==> config.mk <==
export PLATFORM = sky130hd
export DESIGN_NAME = hcbp_pack
export DESIGN_NICKNAME = d
export VERILOG_FILES = /design/src/design/hcbp_pkg.sv /design/src/design/hcbp_pack.sv
export SDC_FILE = /design/constraint.sdc
export NUM_CORES = 1
export LEC_CHECK = 0
export BUFFER_PORTS_ARGS = -buffer_cell sky130_fd_sc_hd__buf_4
export CAP_MARGIN = 20
export CORE_MARGIN = 1
export CORE_UTILIZATION = 45
export DETAILED_ROUTE_END_ITERATION = 10
export PLACE_DENSITY = 0.76
export SYNTH_ARGS = -nofsm -noshare
export SYNTH_HDL_FRONTEND = slang
export SYNTH_SLANG_ARGS = --single-unit
==> constraint.sdc <==
create_clock -name clk -period 3.3 [get_ports clk]
set_clock_uncertainty 0.05 [all_clocks]
set_input_delay 0.33 -clock clk [delete_from_list [all_inputs] [get_ports clk]]
set_output_delay 0.33 -clock clk [all_outputs]
set_load 0.005 [all_outputs]
==> src/design/hcbp_pkg.sv <==
// ----------------------------------------------------------------------------
// hcbp_pkg
// shared types and constants of the code bit packer
// ----------------------------------------------------------------------------
package hcbp_pkg;

	localparam int SYMBOL_COUNT_DEF = 256;
	localparam int WORD_BITS        = 32;
	localparam int LEN_W            = 6;
	localparam int SYM_W            = 8;
	localparam int ENTRY_W          = WORD_BITS + LEN_W;
	localparam int OP_W             = 2;
	localparam int IN_DATA_W        = 48;
	localparam logic [LEN_W-1:0] MAX_LEN = LEN_W'(WORD_BITS);

	typedef enum logic [OP_W-1:0] {
		OP_LOAD   = 2'd0,
		OP_ENCODE = 2'd1,
		OP_FLUSH  = 2'd2
	} op_t;

	typedef struct packed {
		logic valid;
		op_t  op;
		logic in_range;
	} ctrl_t;

	typedef struct packed {
		logic                 valid;
		logic [WORD_BITS-1:0] word;
		logic                 last;
	} res_t;

endpackage

==> src/design/hcbp_pack.sv <==
// ----------------------------------------------------------------------------
// hcbp_pack
// accumulator stage: appends looked-up code bits and emits full or flushed words
// ----------------------------------------------------------------------------
module hcbp_pack (
	input  logic                          clk,
	input  logic                          arst_n,
	input  logic                          adv,
	input  hcbp_pkg::ctrl_t               ctrl_s1,
	input  logic [hcbp_pkg::WORD_BITS-1:0] code_s1,
	input  logic [hcbp_pkg::LEN_W-1:0]    len_s1,
	output hcbp_pkg::res_t                res
);
	import hcbp_pkg::*;

	logic [WORD_BITS-1:0]   acc_q;
	logic [4:0]             filled_q;
	logic [6:0]             total;
	logic [2*WORD_BITS-1:0] buf_w;
	logic                   do_enc;
	logic                   do_flush;
	logic [WORD_BITS-1:0]   acc_d;
	logic [4:0]             filled_d;

	assign total = 7'(filled_q) + 7'(len_s1);
	assign buf_w = {acc_q, {WORD_BITS{1'b0}}} | ((2*WORD_BITS)'(code_s1) << (7'd64 - total));

	always_comb begin
		do_enc   = 1'b0;
		do_flush = 1'b0;
		acc_d    = acc_q;
		filled_d = filled_q;
		res      = '0;
		if (ctrl_s1.valid) begin
			case (ctrl_s1.op)
				OP_ENCODE: begin
					do_enc = ctrl_s1.in_range && (len_s1 != '0) && (len_s1 <= MAX_LEN);
				end
				OP_FLUSH: begin
					do_flush = (filled_q != '0);
				end
				default: begin
				end
			endcase
		end
		if (do_enc) begin
			filled_d = total[4:0];
			if (total[5]) begin
				acc_d     = buf_w[WORD_BITS-1:0];
				res.valid = 1'b1;
				res.word  = buf_w[2*WORD_BITS-1:WORD_BITS];
			end else begin
				acc_d = buf_w[2*WORD_BITS-1:WORD_BITS];
			end
		end
		if (do_flush) begin
			acc_d     = '0;
			filled_d  = '0;
			res.valid = 1'b1;
			res.word  = acc_q;
			res.last  = 1'b1;
		end
	end

	always_ff @(posedge clk or negedge arst_n) begin
		if (!arst_n) begin
			acc_q    <= '0;
			filled_q <= '0;
		end else if (adv) begin
			acc_q    <= acc_d;
			filled_q <= filled_d;
		end
	end

endmodule

==> results.md, run 1 <==
Run status:
- The flow ran to the end, but the final reports show violations.
- The checks that failed: setup timing.

Timing:
- After layout, the worst path uses 131% of the clock period.
- The final-report max-slew violation count is 0.
- The minimum clock period is 4310 ps.
- Setup repair after global routing could not meet its margin everywhere.
- The aggregate negative setup slack is -38140 ps.
- Setup violations remaining at the end of the flow were counted as 64.
- The slew of the pin with the lowest slew margin is 812 ps.
- The slack of the critical path is -1010 ps.
- The hold slack is 481 ps.
- The number of hold-slack violations in the final timing report is 0.
- The upper clock frequency limit is 232 MHz.
- Headroom to the max-slew limit came out at 45.5%.

Final layout:
- The area taken by flip-flops and latches is 926 sq um.
- The antenna cell count is 0.
- In the final layout, the share of cells above drive strength 1 is 64.0%.
- The finished layout holds 1126 standard cells, fillers aside.
- Summing all multi-input logic gate instances after layout gives 5740 sq um.
- Fill cells in the final layout number 528.
- The finished cells cover 10300 sq um.
- At the end of the flow, the number of nets in the layout was 1009.
- The area overhead of the layout relative to synthesis is 84.4%.

Synth:
- The total nets after synthesis is 706.
- Yosys mapped the design onto 82 distinct sky130hd cell types.
- The top flip-flop cell by instance count after synthesis is dfrtp_1.
- The count of mapped cells out of synthesis is 654.
- The share of the yosys chip area belonging to registers is 16.5%.
- The proportion of register bits with asynchronous set or reset after synthesis is 100%.
- The mean instance size in the synthesized netlist is 8.56 sq um.
- The synthesized netlist occupies a cell area of 5600 sq um.
- The yosys synthesis warning count is 0.
- The number of enable flip-flop cells after synthesis is 0.
- After synthesis the netlist holds a flip-flop and latch count of 37.

Placed design:
- Summed over all nets, the half-perimeter wirelength after detailed placement is 16.4 mm.
- The total instance count after detailed placement is 1013.
- Input and output buffers added on the ports amount to 78.
- The congestion estimate from routability-driven global placement came to 0.982.
- The total placed instance area is 7610 sq um.

Routing:
- After detailed routing, the number of remaining DRC violations is 0.
- The via density per instance is 7.48.
- The first TritonRoute pass finished after 7 iterations.
- The final route contains 8423 vias.
- Dividing the detail-routed wire length by the instance count gives 30.6 um.
- The routed design has 34.4 mm of wire.
- The detailed router finished its first iteration with 1601 violations.
- In this run the remaining antenna-violating nets after routing total 0.

GRT:
- The global-route wire length before repair is 43.0 mm.
- Entering global routing, the biggest net connects 38 pins.
- The number of global-route vias before repair is 7599.
- The remaining global-route overflow is 0.
- The initial antenna violation count is 1.
- The total global-route track usage is 43.5%.

Die:
- The vertical extent of the die is 114 um.
- The number of top-level pins is 79.
- The full die area is 12900 sq um.
- The starting utilization of the core area is 46.4%.
- The count of standard-cell rows is 40.
- The die extent in x is 114 um.
- The core footprint is 12100 sq um.

Clock network:
- The number of H-tree levels is 2.
- The number of buffers added by the clock tree synthesis step is 5.
- The CTS tree is yes.
- After clock tree synthesis, the clock-pin slew on the worst setup and hold paths is 70 ps.
- CTS placed an instance of clkbuf_16 at the clock tree root.
- Counting along the longest clock path gives a buffer depth of 2.
- The clock sink count is 37.
- The later-pin clock latency in the skew report is 300 ps.

Flow run:
- The max-capacitance violation count is 0.

Min path:
- In this run the worst hold path is classified as reg2reg.

Critical path:
- For the worst setup path, the data arrival time is 3930 ps.
- The sort of element at the start of the critical path is a register.
- The kind of capture point of the worst setup path is an output port.
- The highest net fanout along the worst path is 8.
- The data required time of the critical path is 2920 ps.
- The register-to-register setup slack is -660 ps.
- The startpoint-to-endpoint class of the critical path is reg2out.
[Yosys cell counts (all sizes together), types with 5 or more instances]
master    n  area [sq um]
nand2    77           289
mux2i    61           611
o21ai    50           250
dfrtp    37           926
a21oi    35           175
buf      32           216
nor2     32           125
nor3     32           193
mux2     27           319
clkbuf   25          93.8
mux4     24           541
a211oi   14           115
a22o     14           123
nor4     13           103
o211a    12           120
and3     11          68.8
nand3    11          55.1
inv       9          33.8
a22oi     8          60.1
o31ai     8          60.1
a2111oi   7          98.8
and2      7          43.8
nand2b    7          43.8
or2       7          46.3
a21o      6          45.0
a41oi     6          52.6
ha        6          75.1
o22ai     6          37.5
a41o      5          50.1
and4      5          43.8
or3       5          31.3
[worst max-delay path, cell delays in order (launching register included)]
cell     delay [ps]
dfrtp_1         410
ha_4            170
fa_2            570
inv_2            70
ha_4            270
buf_4           160
mux2i_4         200
mux2_4          310
o21ai_2         470
buf_4           240
nand2_1          70
mux2i_2         210
a21oi_1         120
o21ai_1         200
buf_4           160
[per-stage QoR]
| stage | utilization, % | worst slack [ps] |
|---|---|---|
| final | 85.5 | -1010 |
| after global routing | 85.5 | -1040 |
| after CTS | 78.1 | -710 |
| after detailed placement | 63.1 | -620 |
| after global placement | 63.1 | -533 |
| after floorplan | - | -119 |
[final cells by class]
cell class | count | share of cell area [%]
Inverter | 9 | 0.327
Sequential cell | 37 | 8.97
Timing Repair Buffer | 352 | 31.3
Clock buffer | 6 | 1.35
Multi-Input combinational cell | 552 | 55.6
Clock inverter | 2 | 0.364
Tap cell | 168 | 2.04
[kinds of logic after synthesis]
logic type / after synthesis / share of synthesized area (%)
xor+xnor: 7 / 2.21
flops: 37 / 16.5
compound gates: 206 / 26.8
fa+ha+maj: 7 / 1.70
simple gates: 219 / 20.3
mux: 112 / 26.3
buf+inv: 66 / 6.15
[sequential cells by signal, summed over array words and instances (netlist names)]
register / cells
acc_q: 32
filled_q: 5
[layer usage]
layer | track usage [%] | routed length, um | vias to the layer above
met3 | 7.55 | 4750 | 375
met2 | 71.9 | 14800 | 988
li1 | - | - | 3179
met5 | 0 | 55 | -
met1 | 52.7 | 11200 | 3879
met4 | 27.7 | 3620 | 2
[worst paths after layout]
| kind | cells after the start | endpoint | from |
|---|---|---|---|
| min | 2 | acc_q[14]$_DFFE_PN0P_ | acc_q[14]$_DFFE_PN0P_ |
| min in group asynchronous | 2 | filled_q[3]$_DFFE_PN0P_ | arst_n |
| min reg2reg | 2 | acc_q[14]$_DFFE_PN0P_ | acc_q[14]$_DFFE_PN0P_ |
| max reg2reg | 18 | acc_q[21]$_DFFE_PN0P_ | filled_q[0]$_DFFE_PN0P_ |
| max in group asynchronous | 2 | acc_q[27]$_DFFE_PN0P_ | arst_n |
| max | 14 | res[8] | filled_q[0]$_DFFE_PN0P_ |
[cells in the final DEF (no fill, tap or decap), drive strengths merged, types with 14 or more instances in the layout]
cell and count:
buf 349, nor3 32, a21oi 35, nand2 77
nor2 33, mux2 27, a22o 14, o21ai 50
dfrtp 37, mux4 24, mux2i 61, a211oi 14
[timing repair]
item | in CTS | in global routing
gates cloned | 6 | 2
buffers inserted | 65 | 38
setup endpoints to repair | 65 | 65
pin swaps | 53 | 52
hold buffers | 1 | 0
gates resized for setup | 230 | 117
hold endpoints to repair | 26 | 0
Power of run 1 is not shown: default switching activity piles up to over one toggle a cycle in this logic, so the estimate is an artifact.
==> run 2: changes to the inputs <==
--- a/config.mk
+++ b/config.mk
@@ -7,10 +7,12 @@
 export LEC_CHECK = 0
 export BUFFER_PORTS_ARGS = -buffer_cell sky130_fd_sc_hd__buf_4
 export CAP_MARGIN = 20
+export CORE_ASPECT_RATIO = 1.4
 export CORE_MARGIN = 1
 export CORE_UTILIZATION = 45
 export DETAILED_ROUTE_END_ITERATION = 10
 export PLACE_DENSITY = 0.76
+export REMOVE_ABC_BUFFERS = 1
 export SYNTH_ARGS = -nofsm -noshare
 export SYNTH_HDL_FRONTEND = slang
 export SYNTH_SLANG_ARGS = --single-unit
==> results.md, run 2 (synthesis results as in run 1) <==
Clock network:
- The number of buffers added by the clock tree synthesis step came to 5 (unchanged).
- The later-pin clock latency in the skew report is 300 ps (about the same).
- The number of H-tree levels is 2 (unchanged).
- The number of buffers between clock root and the deepest sink came to 2 (unchanged).
- The clock transition time at the flip-flop clock pins of the worst setup and hold paths was 70 ps (about the same).
- The clock sink count is 37 (unchanged).
- The CTS tree is yes (unchanged).
- The master cell of the clock root buffer is clkbuf_16 (unchanged).

Critical path:
- The count of buffer and inverter cells on the critical path is 4 (unchanged).
- The largest stage delay on the critical path was 570 ps (about the same).
- The worst-path cell with the longest stage delay is fa_2 (unchanged).
- The data arrival time of the critical path is 3730 ps (was 3930 ps).
- The critical path's top delay family is adder cells (unchanged).
- The data required time of the critical path was 2920 ps (about the same).
- The highest net fanout along the worst path is 15 (was 8).
- The sort of element at the start of the critical path is a register (unchanged).
- The kind of capture point of the worst setup path is an output port (unchanged).
- The dominant cell type by count on the critical path is mux2_4 (was buf_4).
- The startpoint-to-endpoint class of the critical path was reg2out (unchanged).
- Series of cell instances along the critical path: ha_2, fa_2, inv_2, ha_4, buf_12, buf_16, mux4_2, nand2_1, nand2_2, mux2_4, mux2_4, a21o_1, a22o_1, buf_4 (was ha_4, fa_2, inv_2, ha_4, buf_4, mux2i_4, mux2_4, o21ai_2, buf_4, nand2_1, mux2i_2, a21oi_1, o21ai_1, buf_4).

GRT:
- The global-route wire length before repair is 39.5 mm (was 43.0 mm).
- The pin count of the biggest net entering global routing is 38 (unchanged).
- The number of global-route vias before repair is 7313 (was 7599).
- The busiest layer in global routing is met2 (unchanged).
- The met1 global-route usage is 48.1% (was 52.7%).
- The initial antenna violation count was 0 (was 1).
- The global routing usage on met2 is 65.3% (was 71.9%).
- The remaining global-route overflow is 0 (unchanged).
- The met3 track utilization from global routing was 7.48% (was 7.55%).
- The total global-route track usage is 40.8% (was 43.5%).

Final layout:
- The number of inserted filler cells in the final layout is 673 (was 528).
- The number of standard cells in the final layout excluding fillers was 1055 (was 1126).
- The utilization after layout is 78.8% (was 85.5%).
- Top library cells by usage in the layout, fill and taps aside: buf_4, nand2_1, dfrtp_1, buf_6, mux2i_4 (was buf_4, nand2_1, buf_6, mux2i_4, dfrtp_1).
- Regs by FF count: acc_q x32, filled_q x5 (unchanged).
- The cell area after layout is 9450 sq um (was 10300 sq um).
- The fraction of layout instances using a drive strength above 1 is 58.0% (was 64.0%).
- The register with the most flip-flops is acc_q (unchanged).
- The area overhead of the layout relative to synthesis came to 68.9% (was 84.4%).
- The antenna cell count came to 0 (unchanged).
- The net count of the finished layout is 959 (was 1009).
- The commonest non-fill, non-tap cell in the layout is buf_4 (unchanged).
- The flip-flop count of the largest register after layout came to 32 (unchanged).

Routing:
- The final routed wirelength across all metal layers is 26.9 mm (was 34.4 mm).
- The via density per instance was 6.94 (was 7.48).
- The average wire per standard cell is 25.5 um (was 30.6 um).
- The first-pass iteration count of the detailed router came to 5 (was 7).
- The remaining design rule violation count is 0 (unchanged).
- The count of antenna-violating nets left after detailed routing is 0 (unchanged).
- The count of vias placed by the detailed router is 7323 (was 8423).
- The iteration-0 DRC count of the detailed router is 613 (was 1601).

Flow run:
- The max-capacitance violation count is 0 (unchanged).

Run status:
- Violated checks: setup timing (unchanged).
- Status: finished with violations (unchanged).

Timing:
- The remaining max-slew budget at the tightest pin is 53.0% (was 45.5%).
- The number of hold-slack violations in the final timing report is 0 (unchanged).
- The upper clock frequency limit came to 243 MHz (was 232 MHz).
- RSZ-0062 raised after global routing: yes (unchanged).
- The final period utilization was 125% (was 131%).
- The slew of the pin with the lowest slew margin is 701 ps (was 812 ps).
- The final-report setup violation count came to 64 (unchanged).
- The minimum clock period came to 4110 ps (was 4310 ps).
- The final-report max-slew violation count came to 0 (unchanged).
- The slack of the critical path is -814 ps (was -1010 ps).

Die:
- The core footprint came to 12000 sq um (was 12100 sq um).
- The vertical extent of the die is 134 um (was 114 um).
- The number of top-level pins is 79 (unchanged).
- The count of standard-cell rows came to 47 (was 40).
- The full die area is 12900 sq um (about the same).
- The starting utilization of the core area came to 46.6% (was 46.4%).
- The die extent in x is 96.2 um (was 114 um).

Placed design:
- The total placed instance area was 7540 sq um (was 7610 sq um).
- The placed wire-length estimate after detailed placement is 17.1 mm (was 16.4 mm).
- The number of buffers inserted by port buffering is 78 (unchanged).
- The total instance count after detailed placement is 1000 (was 1013).
- The final weighted congestion in routability-driven placement is 0.985 (was 0.982).

Min path:
- The worst hold-check path type is reg2reg (unchanged).
run 2: cell count changes in the layout (fill, tap and decap cells not counted), moves of 6 or more:
cell     change
buf_4       -23
mux2i_1     +12
buf_6       -21
a21oi_1      +6
nand2_1     +11
a21oi_2      -7
buf_12       -7
mux2i_4     -11
nand2_2      -8
run 2: area by class of cell:
cell class / count / area [sq um] / share of cell area [%]
Sequential cell: 37 / 926 / 9.80
Clock buffer: 5 / 125 / 1.32
Clock inverter: 3 / 65.1 / 0.688
Timing Repair Buffer: 303 / 2710 / 28.7
Multi-Input combinational cell: 551 / 5410 / 57.2
Inverter: 9 / 33.8 / 0.357
Tap cell: 147 / 184 / 1.95
run 2: path summary, 6_finish.rpt:
check / to / cells past startpoint / startpoint / slack, ps
min in group asynchronous: filled_q[0]$_DFFE_PN0P_ / 2 / arst_n / 540
setup reg to reg: acc_q[23]$_DFFE_PN0P_ / 16 / filled_q[0]$_DFFE_PN0P_ / -470
setup / recovery: res[1] / 14 / filled_q[0]$_DFFE_PN0P_ / -810
hold reg to reg: acc_q[14]$_DFFE_PN0P_ / 2 / acc_q[14]$_DFFE_PN0P_ / 480
max in group asynchronous: acc_q[21]$_DFFE_PN0P_ / 2 / arst_n / 2270
hold / removal: acc_q[14]$_DFFE_PN0P_ / 2 / acc_q[14]$_DFFE_PN0P_ / 480
run 2: worst reg2reg max path: cells and delay by family, from the launching register on:
family / cells / cell delay [ps]
AO/OA/AOI/OAI: 2 / 480
flip-flops: 1 / 380
adder cells (fa/ha/maj): 2 / 680
buffers and inverters: 7 / 940
AND/OR/NAND/NOR: 3 / 740
multiplexers: 2 / 390
run 2: routing by layer:
layer  vias up  share of wire, %
li1       3053                 -
met1      3467                34
met2       596                48
met3       207               9.7
met4         0               8.6
met5         -                 0
run 2: timing repair:
action / in CTS / in global routing
pin swaps: 53 / 15
gates resized for setup: 214 / 57
gates cloned: 7 / 0
hold endpoints to repair: 29 / 0
hold buffers: 1 / 0
endpoints found under the setup margin: 65 / 65
setup buffers: 34 / 9
run 2: stage by stage:
stage	worst slack (ps)	setup TNS (ps)	hold slack (ps)
global route	-860	-33220	518
global placement	-592	-21030	291
detailed placement	-576	-23640	298
finish	-814	-29070	484
floorplan	-1760	-94550	-15.6
CTS	-701	-21380	470
Power of run 2 is left out for the same reason.
==> run 3: changes to the inputs <==
--- a/config.mk
+++ b/config.mk
@@ -5,13 +5,13 @@
 export SDC_FILE = /design/constraint.sdc
 export NUM_CORES = 1
 export LEC_CHECK = 0
-export BUFFER_PORTS_ARGS = -buffer_cell sky130_fd_sc_hd__buf_4
 export CAP_MARGIN = 20
 export CORE_ASPECT_RATIO = 1.4
 export CORE_MARGIN = 1
 export CORE_UTILIZATION = 45
 export DETAILED_ROUTE_END_ITERATION = 10
-export PLACE_DENSITY = 0.76
+export DONT_BUFFER_PORTS = 1
+export PLACE_DENSITY = 0.7
 export REMOVE_ABC_BUFFERS = 1
 export SYNTH_ARGS = -nofsm -noshare
 export SYNTH_HDL_FRONTEND = slang
==> results.md, run 3 (synthesis results as in run 1) <==
Run status:
- Status: finished with violations (unchanged).
- Violated checks: setup timing (unchanged).

Timing:
- The minimum clock period is 4230 ps (was 4110 ps).
- The upper clock frequency limit is 236 MHz (was 243 MHz).
- The slack of the critical path is -928 ps (was -814 ps).
- The slew of the pin with the lowest slew margin is 761 ps (was 701 ps).
- RSZ-0062 raised after global routing: yes (unchanged).
- The final-report setup violation count is 65 (was 64).
- The final-report max-slew violation count is 0 (unchanged).
- The number of hold-slack violations in the final timing report is 0 (unchanged).
- The remaining max-slew budget at the tightest pin is 48.9% (was 53.0%).
- The final period utilization was 128% (was 125%).

Final layout:
- The net count of the finished layout was 901 (was 959).
- The utilization after layout came to 78.8% (about the same).
- The number of inserted filler cells in the final layout is 649 (was 673).
- The antenna cell count was 0 (unchanged).
- The area overhead of the layout relative to synthesis came to 69.1% (was 68.9%).
- Regs by FF count: acc_q x32, filled_q x5 (unchanged).
- The flip-flop count of the largest register after layout is 32 (unchanged).
- The fraction of layout instances using a drive strength above 1 is 59.4% (was 58.0%).
- The register with the most flip-flops was acc_q (unchanged).
- Top library cells by usage in the layout, fill and taps aside: buf_4, nand2_1, buf_6, dfrtp_1 (was buf_4, nand2_1, dfrtp_1, buf_6, mux2i_4).
- The commonest non-fill, non-tap cell in the layout is buf_4 (unchanged).

GRT:
- The pin count of the biggest net entering global routing is 38 (unchanged).
- The total global-route track usage was 36.3% (was 40.8%).
- The initial antenna violation count is 0 (unchanged).
- The global-route wire length before repair is 35.3 mm (was 39.5 mm).
- The remaining global-route overflow was 0 (unchanged).
- The number of global-route vias before repair is 6735 (was 7313).

Die:
- The core footprint came to 12000 sq um (unchanged).
- The count of standard-cell rows is 47 (unchanged).
- The full die area is 12900 sq um (unchanged).
- The die extent in x came to 96.2 um (unchanged).
- The vertical extent of the die is 134 um (unchanged).
- The starting utilization of the core area is 46.6% (unchanged).
- The number of top-level pins was 79 (unchanged).

Placed design:
- The placed wire-length estimate after detailed placement is 15.9 mm (was 17.1 mm).
- The final weighted congestion in routability-driven placement is 0.969 (was 0.985).
- The worst slack after detailed placement came to -392 ps (was -576 ps).
- The number of buffers inserted by port buffering came to 0 (was 78).

Critical path:
- The data required time of the critical path is 2920 ps (about the same).
- Series of cell instances along the critical path: ha_2, fa_2, inv_2, ha_4, clkbuf_16, buf_6, mux4_2, nand2_1, nand2_1, buf_4, mux2i_1, buf_4, o22a_1, o21ai_2, a22o_1 (was ha_2, fa_2, inv_2, ha_4, buf_12, buf_16, mux4_2, nand2_1, nand2_2, mux2_4, mux2_4, a21o_1, a22o_1, buf_4).
- The depth of the critical timing path with buffers and inverters included is 15 (was 14).
- The count of buffer and inverter cells on the critical path is 5 (was 4).
- The largest stage delay on the critical path is 550 ps (was 570 ps).
- The kind of capture point of the worst setup path was an output port (unchanged).
- The data arrival time of the critical path is 3850 ps (was 3730 ps).
- The startpoint-to-endpoint class of the critical path is reg2out (unchanged).
- The highest net fanout along the worst path was 6 (was 15).
- The source of the critical timing path is filled_q[0]$_DFFE_PN0P_ (unchanged).
- The critical path's top delay family was adder cells (unchanged).
- The register-to-register setup slack is -650 ps (was -470 ps).
- The sort of element at the start of the critical path is a register (unchanged).
- The endpoint of the worst setup timing path is res[12] (was res[1]).
- The worst-path cell with the longest stage delay is fa_2 (unchanged).
- The reg-to-reg startpoint was filled_q[0]$_DFFE_PN0P_ (unchanged).
- The number of cell instances on the worst register-to-register path came to 16 (unchanged).
- The terminus of the critical flop-to-flop path is acc_q[11]$_DFFE_PN0P_ (was acc_q[23]$_DFFE_PN0P_).

Flow run:
- The max-capacitance violation count is 0 (unchanged).

Min path:
- The worst hold-check path type is in2async (was reg2reg).

Routing:
- The average wire per standard cell was 31.2 um (was 25.5 um).
- The count of vias placed by the detailed router is 7603 (was 7323).
- The via density per instance was 7.63 (was 6.94).
- The remaining design rule violation count is 0 (unchanged).
- The count of antenna-violating nets left after detailed routing was 0 (unchanged).
- The final routed wirelength across all metal layers came to 31.1 mm (was 26.9 mm).
- The iteration-0 DRC count of the detailed router came to 848 (was 613).
- The first-pass iteration count of the detailed router came to 7 (was 5).

Clock network:
- The number of buffers added by the clock tree synthesis step is 5 (unchanged).
- The number of H-tree levels was 2 (unchanged).
- The clock transition time at the flip-flop clock pins of the worst setup and hold paths is 70 ps (about the same).
- The CTS tree is yes (unchanged).
- The clock sink count is 37 (unchanged).
- The later-pin clock latency in the skew report is 310 ps (was 300 ps).
- The master cell of the clock root buffer is clkbuf_16 (unchanged).
- The number of buffers between clock root and the deepest sink was 2 (unchanged).
run 3: cell types whose count changed in the layout (fill, tap and decap cells not counted), sizes merged:
cell    previous run  this run
buf              302       239
clkbuf             5        10
run 3: worst min path at each step:
stage	to	slack, ps	depth (start not counted)
5_1_grt	acc_q[22]$_DFFE_PN0P_	460	3
6_report	acc_q[30]$_DFFE_PN0P_	450	2
3_5_place_dp	acc_q[23]$_DFFE_PN0P_	-10	0
3_3_place_gp	acc_q[23]$_DFFE_PN0P_	-10	0
4_1_cts	acc_q[23]$_DFFE_PN0P_	450	2
2_1_floorplan	acc_q[0]$_DFFE_PN0P_	-20	0
run 3: layout make-up:
| class | instances | area [sq um] | share of cell area, % |
|---|---|---|---|
| clock buffer | 5 | 125 | 1.32 |
| clock inverter | 3 | 65.1 | 0.688 |
| inverter | 9 | 36.3 | 0.384 |
| multi-input combinational | 551 | 5640 | 59.6 |
| sequential | 37 | 926 | 9.79 |
| tap | 147 | 184 | 1.94 |
| timing repair buffer | 245 | 2490 | 26.3 |
run 3: what timing repair did:
| item | in CTS | in global routing |
|---|---|---|
| buffers inserted | 21 | 48 |
| resized for setup | 151 | 196 |
| pin swaps | 28 | 66 |
| setup endpoints to repair | 62 | 65 |
| hold buffers | 2 | 0 |
| gates cloned | 3 | 6 |
| endpoints found under the hold margin | 37 | 0 |
run 3: layer usage:
metal  vias to the layer above  part of all wire (%)  wire (um)  GRT usage, %
li1                       2942                     -          -             -
met1                      3623                    32       9910          40.4
met2                       763                    45      14000          61.9
met3                       275                    13       4010          7.09
met4                         0                    10       3200          23.3
met5                         -                     0          0             0
run 3: metrics by stage:
stage               hold slack, ps  TNS (ps)  instances  area, sq um
CTS                            450    -16980        952         8120
global placement             -14.2    -11730        918         6950
global route                   459    -34810        997         9460
detailed placement           -14.5    -14420        918         6950
floorplan                    -15.6    -94550        597         5290
finish                         446    -31240        997         9460
run 3: worst register-to-register path, stage by stage (launching register included):
cell and delay, ps:
dfrtp_1 400, ha_2 200, fa_2 550, inv_2 60
ha_4 330, clkbuf_16 190, buf_6 110, mux4_2 320
nand2_1 110, nand2_1 80, buf_4 150, mux2i_1 210
buf_4 170, o22a_1 360, buf_4 190, nor2b_1 50
o41a_1 300
Power of run 3 is left out for the same reason.
